===== src/rtl/core/plt_pkg.sv =====
// Shared types and constants for the process lifecycle tracking table.
package plt_pkg;

  localparam int UID_W = 32;
  localparam int APP_W = 17;

  localparam logic [APP_W-1:0] UID_PER_USER = 17'd100000;
  localparam logic [UID_W-1:0] UID_NONE     = 32'hFFFF_FFFF;

  localparam logic [UID_W-1:0] MIN_APP_UID_RST    = 32'd10000;
  localparam logic [APP_W-1:0] ISOLATED_FIRST_RST = 17'd90000;

  // Configuration register indexes
  localparam logic [1:0] CFG_ENABLE         = 2'd0;
  localparam logic [1:0] CFG_MIN_APP_UID    = 2'd1;
  localparam logic [1:0] CFG_ISOLATED_FIRST = 2'd2;

  typedef enum logic [1:0] {
    FUNC_FORK  = 2'd0,
    FUNC_EXIT  = 2'd1,
    FUNC_UID   = 2'd2,
    FUNC_CLEAR = 2'd3
  } func_t;

  typedef enum logic [2:0] {
    ACT_NONE        = 3'd0,
    ACT_INSERTED    = 3'd1,
    ACT_FULL        = 3'd2,
    ACT_EXITED      = 3'd3,
    ACT_SPECIALIZED = 3'd4
  } act_t;

  typedef enum logic [2:0] {
    ST_INIT,
    ST_IDLE,
    ST_CLEAR,
    ST_SCAN,
    ST_FINISH
  } state_t;

endpackage


===== src/rtl/core/plt_uid_mod.sv =====
// Remainder of a uid by the per-user uid span: reciprocal multiply plus one correction step.
module plt_uid_mod
  import plt_pkg::*;
(
  input  logic             clk,
  input  logic             rst_n,
  input  logic             start,
  input  logic [UID_W-1:0] uid,
  output logic             busy,
  output logic [APP_W-1:0] rem
);

  // 100000 = 2^5 * 3125: drop 5 bits, then multiply by floor(2^40 / 3125).
  // The quotient estimate is exact or one low; one compare and subtract fixes it.
  localparam int SPAN_TZ  = 5;
  localparam int RECIP_SH = 40;
  localparam int RECIP_W  = 29;
  localparam int PROD_W   = UID_W - SPAN_TZ + RECIP_W;
  localparam int Q_W      = 16;
  localparam logic [RECIP_W-1:0] RECIP = 29'd351843720;

  logic              v1_r, v1_nxt;   // uid captured
  logic              v2_r, v2_nxt;   // quotient estimate ready
  logic              v3_r, v3_nxt;   // uncorrected remainder ready
  logic [UID_W-1:0]  uid_r, uid_nxt;
  logic [Q_W-1:0]    q_r, q_nxt;
  logic [APP_W:0]    diff_r, diff_nxt;
  logic [APP_W-1:0]  rem_r, rem_nxt;
  logic [PROD_W-1:0] prod;
  logic [UID_W-1:0]  qmul;
  logic [UID_W-1:0]  diff_full;
  logic [APP_W:0]    diff_sub;

  always_ff @(posedge clk) begin
    if (!rst_n) begin
      v1_r <= 1'b0;
      v2_r <= 1'b0;
      v3_r <= 1'b0;
    end else begin
      v1_r <= v1_nxt;
      v2_r <= v2_nxt;
      v3_r <= v3_nxt;
    end
    uid_r  <= uid_nxt;
    q_r    <= q_nxt;
    diff_r <= diff_nxt;
    rem_r  <= rem_nxt;
  end

  always_comb begin
    v1_nxt    = start;
    v2_nxt    = v1_r;
    v3_nxt    = v2_r;
    uid_nxt   = start ? uid : uid_r;
    prod      = uid_r[UID_W-1:SPAN_TZ] * RECIP;
    q_nxt     = prod[PROD_W-1:RECIP_SH];
    qmul      = {{(UID_W-Q_W){1'b0}}, q_r} * {{(UID_W-APP_W){1'b0}}, UID_PER_USER};
    // below 2 * 100000, so it fits in APP_W + 1 bits
    diff_full = uid_r - qmul;
    diff_nxt  = diff_full[APP_W:0];
    diff_sub  = diff_r - {1'b0, UID_PER_USER};
    if (diff_r >= {1'b0, UID_PER_USER}) begin
      rem_nxt = diff_sub[APP_W-1:0];
    end else begin
      rem_nxt = diff_r[APP_W-1:0];
    end
  end

  assign busy = v1_r | v2_r | v3_r;
  assign rem  = rem_r;

endmodule


===== config.mk =====
export PLATFORM = sky130hd
export DESIGN_NAME = plt_uid_mod
export DESIGN_NICKNAME = d
export VERILOG_FILES = /design/src/rtl/core/plt_pkg.sv /design/src/rtl/core/plt_uid_mod.sv
export SDC_FILE = /design/constraint.sdc
export NUM_CORES = 1
export LEC_CHECK = 0
export BUFFER_PORTS_ARGS = -buffer_cell sky130_fd_sc_hd__buf_4
export CAP_MARGIN = 20
export CORE_MARGIN = 2
export CORE_UTILIZATION = 40
export DETAILED_ROUTE_END_ITERATION = 8
export MAX_ROUTING_LAYER = met4
export PLACE_DENSITY = 0.52
export SYNTH_ARGS = -nofsm -noshare
export SYNTH_HDL_FRONTEND = slang
export SYNTH_SLANG_ARGS = --single-unit

===== constraint.sdc =====
create_clock -name clk -period 7.89 [get_ports clk]
set_input_delay 1.1835 -clock clk [delete_from_list [all_inputs] [get_ports clk]]
set_output_delay 1.1835 -clock clk [all_outputs]
set_load 0.1 [all_outputs]

== After elaboration in Yosys (flattened, before gate mapping) ==
Index checks and enable logic that the tools add are counted.

* Bits in registers: 86
* Latch bits: 0
* Memory bits (writable): 0
* Memory bits (read-only): 0
* Input bits: 35
* Output and inout port bits: 18
* Memories: 0

* $add $sub $neg: 2
* Multipliers: 2
* Divide/modulo/power cells: 0
* Order comparisons: 1
* Eq/ne operators: 0
* Shifts and indexed selects: 0
* Mux-type cells: 1
* Bitwise gates (word level): 2
* Reduce and logical (&&, ||, !) cells: 0

{| class="wikitable"
|+ Operators by type and width
! kind !! count
|-
| 27-bit by 26-bit multiplier with 53-bit output, second input constant || 1
|-
| 18-bit by 17-bit >= comparator with 1-bit output, second input constant || 1
|-
| 18-bit subtractor || 1
|-
| 17-bit two-way mux || 1
|-
| 17-bit subtractor, second input constant || 1
|-
| 16-bit by 12-bit multiplier with 13-bit output, second input constant || 1
|-
| 1-bit bitwise OR || 2
|}

== Depth between registers and ports, before layout ==
Gate-level depths: netlist of run 1.

* Depth after elaboration: 2
* Depth in mapped cells: 22
* Gate-level depth less buffers: 22

== Least setup slack after synthesis of run 1 ==
OpenSTA, ideal clock, no wires.

* Kind: register to register
* Start point: register uid_r[26]
* End point: register q_r[10]
* Arrival time: 5.866 ns
* Data required time: 7.828 ns
* Setup slack: 1.962 ns
* Cell stages (with the launch flop): 20
* Path buffers: 0
* Clock period less this slack: 5.928 ns
* Path through: edfxtp_1 -> ha_1 -> fa_1 -> inv_1 -> fa_1 -> inv_1 -> fa_1 -> fa_1 -> fa_1 -> inv_1 -> fa_1 -> inv_1 -> ha_1 -> a21o_1 -> or4_4 -> a2bb2oi_2 -> a21oi_2 -> a21bo_1 -> a2111o_1 -> nand3_1

* Cells in the longest elaborated chain, start to end: 1

{| class="wikitable"
|+ RTL lines
! what !! RTL line !! source
|-
| start: declaration || plt_uid_mod.sv:25 || <nowiki>logic [UID_W-1:0] uid_r, uid_nxt;</nowiki>
|-
| start signal: assignment || plt_uid_mod.sv:44 || <nowiki>uid_r <= uid_nxt;</nowiki>
|-
| 27-bit by 26-bit multiplier with 53-bit output || plt_uid_mod.sv:55 || <nowiki>prod = uid_r[UID_W-1:SPAN_TZ] * RECIP;</nowiki>
|-
| net prod[50] || plt_uid_mod.sv:29 || <nowiki>logic [PROD_W-1:0] prod;</nowiki>
|-
| end signal: assignment || plt_uid_mod.sv:45 || <nowiki>q_r <= q_nxt;</nowiki>
|-
| end: declaration || plt_uid_mod.sv:26 || <nowiki>logic [Q_W-1:0] q_r, q_nxt;</nowiki>
|}

The timed path passes the listed nets, and every way through them passes these cells.
A chain may end at the register's enable or synchronous reset.

== Worst setup path after layout of run 1 ==
* Start point: register uid_r[23]
* End point: register q_r[6]

The elaborated chain is that of the path after synthesis.

==> results of run 1 <==
[state kept, by name, summed over array words and instances, names as in the netlist]
name and flops:
v3_r 1, uid_r 32, rem 17, v2_r 1, v1_r 1, diff_r 18
q_r 13
[final timing paths]
check                 start  endpoint  slack (ns)  cells past startpoint
setup reg to reg  uid_r[23]    q_r[6]        1.14                     20
hold reg to reg   diff_r[0]    rem[0]        0.33                      0
hold / removal    diff_r[0]    rem[0]        0.33                      0
setup / recovery  uid_r[23]    q_r[6]        1.14                     20
[layout by cell type, fill, tap and decap left out, drive strengths merged, types with 7 or more instances in the layout]
cell type,n
a21o,14
xnor2,35
nand2,24
dfxtp,51
ha,342
nor3,9
fa,291
edfxtp,32
a211oi,7
nor2,24
xor2,21
nand3,9
o21a,9
o21ai,17
clkbuf,11
a21oi,37
inv,549
buf,71
[final cells by class]
cell class,count,share of cell area
multi-input combinational,910,0.683
tap,525,0.0376
sequential,83,0.113
timing repair buffer,71,0.0305
clock inverter,5,0.00243
inverter,545,0.117
clock buffer,11,0.0157
[cell families (layout without fill, tap and decap cells)]
kind of cell / after synthesis / count (layout)
AOI/OAI and AO/OA: 118 / 118
and+or+nand+nor: 102 / 102
buffers and inverters: 548 / 632
muxes: 1 / 1
xor gates and xnor gates: 56 / 56
adders and majority gates: 633 / 633
DFF: 83 / 83
[routing by layer]
layer  part of all wire  routed length [microns]  vias up
li1                   -                        -     4849
met1               0.48                    17400     4947
met2               0.47                    17100      110
met3              0.041                     1510       21
met4             0.0072                      263        0
met5                  0                        0        -
[worst reg2reg max path: stages, from the launching register on]
cell	delay (ns)
edfxtp_1	0.81
ha_1	0.40
fa_1	0.49
inv_1	0.06
fa_1	0.49
fa_1	0.51
inv_1	0.05
fa_1	0.42
fa_1	0.56
inv_1	0.06
fa_1	0.54
inv_1	0.04
ha_1	0.31
a211oi_1	0.27
nor2_1	0.08
o311ai_0	0.54
nand4_1	0.31
o21ai_2	0.25
o2111ai_2	0.19
a21oi_2	0.18
xnor2_1	0.11
[metrics by stage]
stage / instance area [sq um] / setup slack, ns / hold WS [ns]
finish: 17500 / 1.14 / 0.326
global route: 17500 / 0.765 / 0.337
CTS: 17500 / 1.08 / 0.328
detailed placement: 17200 / 1.14 / 0.313
global placement: 17200 / 1.22 / 0.312
floorplan: 16000 / 1.96 / 0.310
==> run_results.csv, run 1 <==
group,metric,value,unit
placed_design,gp_congestion,0.867,
setup_path,slowest_stage,"edfxtp_1",
setup_path,arrival,7.05,ns
yosys,synth_top_family_by_area,"adder cells",
global_route,grt_pass1_vias,11000,
yosys,synthXorXnorAreaFrac,0.0307,
die,die_area,41600,sq um
global_route,grt_pass1_wl,60100,microns
setup_path,crit_buf_inv,4,
routing,drtIter0Drc,356,
run_status,status,"complete, no violations",
yosys,yosys-top-cells-count,"inv_1 (545), ha_1 (342), fa_1 (291)",
final_layout,fin_cells,2150,
yosys,ys_seq_area_frac,0.124,
routing,ant_nets,0,
clocking,post_cts_buffers,0,
yosys,ys_types,54,
yosys,yosys.area_share.simple,0.0318,
routing,num_vias,9927,
final_layout,syn2layout_area_growth,9.35,%
clocking,cts_sinks,83,
placed_design,numPortBuffers,52,
clocking,insertion_delay,0.37,ns
worst_hold_path,min-delay-path-class,"flip-flop to flip-flop",
yosys,synth_top_area_share,0.364,
timing,grt_setup_unrepaired,"no",
global_route,grtUsageTotal,0.197,
routing,drt-total-wl,36300,microns
global_route,gr-usage-met2,0.321,
clocking,cts_tree,"built",
yosys,synth-async-reset-ratio,0,
timing,setup_violations,0,
final_layout,nFillCells,3893,
setup_path,start_kind,"flip-flop",
routing,drc,0,
global_route,overflow,0,
yosys,syn_area_per_cell,10.4,sq um
final_layout,seqCellArea,1980,sq um
placed_design,dp.cells,2134,
routing,wire_per_inst,16.9,microns
setup_path,critPathTopFamily,"adder cells",
clocking,clk_pin_slew_worst_paths,0.07,ns
final_layout,layout.nets,2288,
yosys,ys_ff_latch,83,
final_layout,num_antenna_cells,0,
timing,final.setup.tns,0,ns
die,rows,73,
final_layout,fin_util,0.441,
timing,fmax,148,MHz
timing,fin_crit,6.75,ns
timing,hold_viol_final,0,
clocking,cts.repair.resized,0,
global_route,grt_busiest_layer,"met2",
yosys,synth-edff-count,32,
die,chipWidth,204,microns
yosys,syn_nets,2209,
setup_path,cp_max_fo,12,
yosys,synth_mux_area_frac,0.000626,
clocking,cts-root-buf,"clkbuf_16",
yosys,synthFlopType,"dfxtp_1",
timing,skew,0.0138,ns
yosys,yosys.area_share.adder,0.632,
die,ios,53,
yosys,synth_compound_area_frac,0.0523,
setup_path,cpMostUsedCell,"fa_1",
routing,viasPerCell,4.62,
setup_path,path_cells,"ha_1 -> fa_1 -> inv_1 -> fa_1 -> fa_1 -> inv_1 -> fa_1 -> fa_1 -> inv_1 -> fa_1 -> inv_1 -> ha_1 -> a211oi_1 -> nor2_1 -> o311ai_0 -> nand4_1 -> o21ai_2 -> o2111ai_2 -> a21oi_2 -> xnor2_1",
timing,final_max_slew_viol_count,0,
global_route,use_met3,0.0324,
setup_path,endpoint_kind,"flip-flop",
clocking,holdBufCountCts,0,
die,initial_core_util,0.403,
clocking,htreeDepth,3,
timing,slew_headroom,0.353,
global_route,met1_usage,0.267,
timing,worst_pin_slew,0.970,ns
die,die_y,204,microns
yosys,synth.largest_area_cell,"fa_1",
placed_design,dp_hpwl,32800,microns
setup_path,worst_ep_required_time,8.18,ns
setup_path,slowest_delay,0.81,ns
timing,timing.final.crit_share,0.856,
yosys,syn_area,16000,sq um
yosys,postSynthCellCount,1541,
yosys,ys.warnings.count,0,
final_layout,drive_above_1_share,0.0640,
routing,drtPass1Iterations,4,
final_layout,multi_input_comb_area,12000,sq um
yosys,synth.most_common_cell,"inv_1",
clocking,clock_path_buffers,2,
run,maxCapViolations,0,
setup_path,crit_type,"flip-flop to flip-flop",
yosys,synthTopCellsByArea,"fa_1 (36%), ha_1 (27%), inv_1 (13%)",
global_route,antenna_found_initial,0,
clocking,cts_made_buffers,9,
die,coreArea,39600,sq um
global_route,grt_max_degree,34,
Power of run 1 is left out: the tool's default activity adds up to more than one toggle a clock period on the data nets, which glitch-free logic cannot reach.
==> run 2, diff against run 1 <==
- RECOVER_POWER: not set -> 25
==> run_results.csv, run 2 (synthesis results as in run 1) <==
group,metric,value,unit
final_layout,syn2layout_area_growth,9.28,%
global_route,grt_pass1_vias,11000,
die,die_area,41600,sq um
global_route,grt_pass1_wl,60100,microns
final_layout,drive_above_1_share,0.0622,
timing,final.setup.tns,0,ns
clocking,holdBufCountCts,0,
die,rows,73,
final_layout,nFillCells,3897,
routing,drtPass1Iterations,4,
clocking,cts.repair.resized,0,
timing,timing.final.crit_share,0.855,
clocking,clock_path_buffers,2,
die,chipWidth,204,microns
timing,fmax,148,MHz
timing,slew_headroom,0.353,
routing,ant_nets,0,
timing,hold_viol_final,0,
routing,viasPerCell,4.63,
global_route,overflow,0,
clocking,cts-root-buf,"clkbuf_16",
worst_hold_path,hold_depth,0,
worst_hold_path,min-delay-path-class,"flip-flop to flip-flop",
run,maxCapViolations,0,
die,ios,53,
global_route,antenna_found_initial,0,
placed_design,dp_hpwl,32800,microns
clocking,clk_pin_slew_worst_paths,0.07,ns
placed_design,gp_congestion,0.867,
timing,skew,0.0144,ns
clocking,htreeDepth,3,
setup_path,critPathTopFamily,"adder cells",
setup_path,slowest_delay,0.81,ns
timing,setup_violations,0,
setup_path,cpMostUsedCell,"fa_1",
clocking,cts_made_buffers,9,
setup_path,crit_buf_inv,4,
final_layout,largest_reg_flops,32,
routing,wire_per_inst,16.9,microns
setup_path,reg2reg_slack,1.14,ns
global_route,grtUsageTotal,0.197,
final_layout,layout_common_cells,"inv_1 (545), ha_1 (342), fa_1 (291), dfxtp_1 (51), buf_4 (48)",
placed_design,numPortBuffers,52,
setup_path,worst_ep_required_time,8.18,ns
final_layout,num_antenna_cells,0,
final_layout,fin_area,17500,sq um
run_status,status,"complete, no violations",
setup_path,cp_max_fo,12,
setup_path,timing.rr.end,"q_r[6]",
setup_path,endpoint_kind,"flip-flop",
setup_path,arrival,7.04,ns
clocking,post_cts_buffers,0,
clocking,cts_sinks,83,
die,initial_core_util,0.403,
placed_design,pre_cts_ws,1.14,ns
timing,grt_setup_unrepaired,"no",
timing,fin_ws,1.14,ns
worst_hold_path,hp-start,"diff_r[0]",
setup_path,r2r-start,"uid_r[23]",
clocking,cts_tree,"built",
setup_path,crit_type,"flip-flop to flip-flop",
routing,drc,0,
routing,num_vias,9946,
setup_path,path_cells,"ha_1 -> fa_1 -> inv_1 -> fa_1 -> fa_1 -> inv_1 -> fa_1 -> fa_1 -> inv_1 -> fa_1 -> inv_1 -> ha_1 -> a211oi_1 -> nor2_1 -> o311ai_0 -> nand4_1 -> o21ai_2 -> o2111ai_2 -> a21oi_2 -> xnor2_1",
die,coreArea,39600,sq um
timing,worst_pin_slew,0.971,ns
routing,drtIter0Drc,352,
timing,final_max_slew_viol_count,0,
setup_path,rr_worst_depth,20,
placed_design,dpl_cell_area,17200,sq um
timing,fin_crit,6.75,ns
final_layout,final_common_cell,"inv_1",
final_layout,layout.nets,2288,
setup_path,start_kind,"flip-flop",
global_route,grt_max_degree,34,
final_layout,regMostFlops,"uid_r",
worst_hold_path,holdPathEnd,"rem[0]",
clocking,insertion_delay,0.37,ns
routing,drt-total-wl,36300,microns
die,die_y,204,microns
setup_path,slowest_stage,"edfxtp_1",
run 2: changes by cell type in the layout (fill, tap and decap cells not counted), sizes merged:
| cell | before | now |
|---|---|---|
| buf | 71 | 48 |
| clkbuf | 11 | 34 |
run 2: metrics by stage:
stage	hold slack (ns)	cells	utilization
final	0.326	2150	0.441
after global routing	0.337	2150	0.441
after CTS	0.328	2150	0.441
after detailed placement	0.313	2134	0.433
after global placement	0.312	2134	0.433
after floorplan	0.310	1541	-
run 2: final cells by class:
class,count,area [sq um],area share
clock buffer,11,275,0.0158
clock inverter,5,42.5,0.00243
inverter,545,2050,0.117
multi-input combinational,910,12000,0.684
sequential,83,1980,0.113
tap,525,657,0.0376
timing repair buffer,71,522,0.0299
run 2: routing by layer:
layer	global-route usage	up-vias	wire, microns
met5	-	-	0
met4	0.0223	0	245
met3	0.0324	19	1440
met2	0.321	121	17100
met1	0.267	4956	17500
li1	-	4850	-
run 2: worst max path at each step:
stage | start | to | slack [ns] | cells past startpoint
final | uid_r[23] | q_r[6] | 1.14 | 20
after global routing | uid_r[21] | q_r[6] | 0.76 | 20
after CTS | uid_r[23] | q_r[6] | 1.08 | 20
after detailed placement | uid_r[23] | q_r[6] | 1.14 | 20
after global placement | uid_r[23] | q_r[6] | 1.22 | 20
after floorplan | uid_r[26] | q_r[10] | 1.96 | 19
Power of run 2 is left out for the same reason.
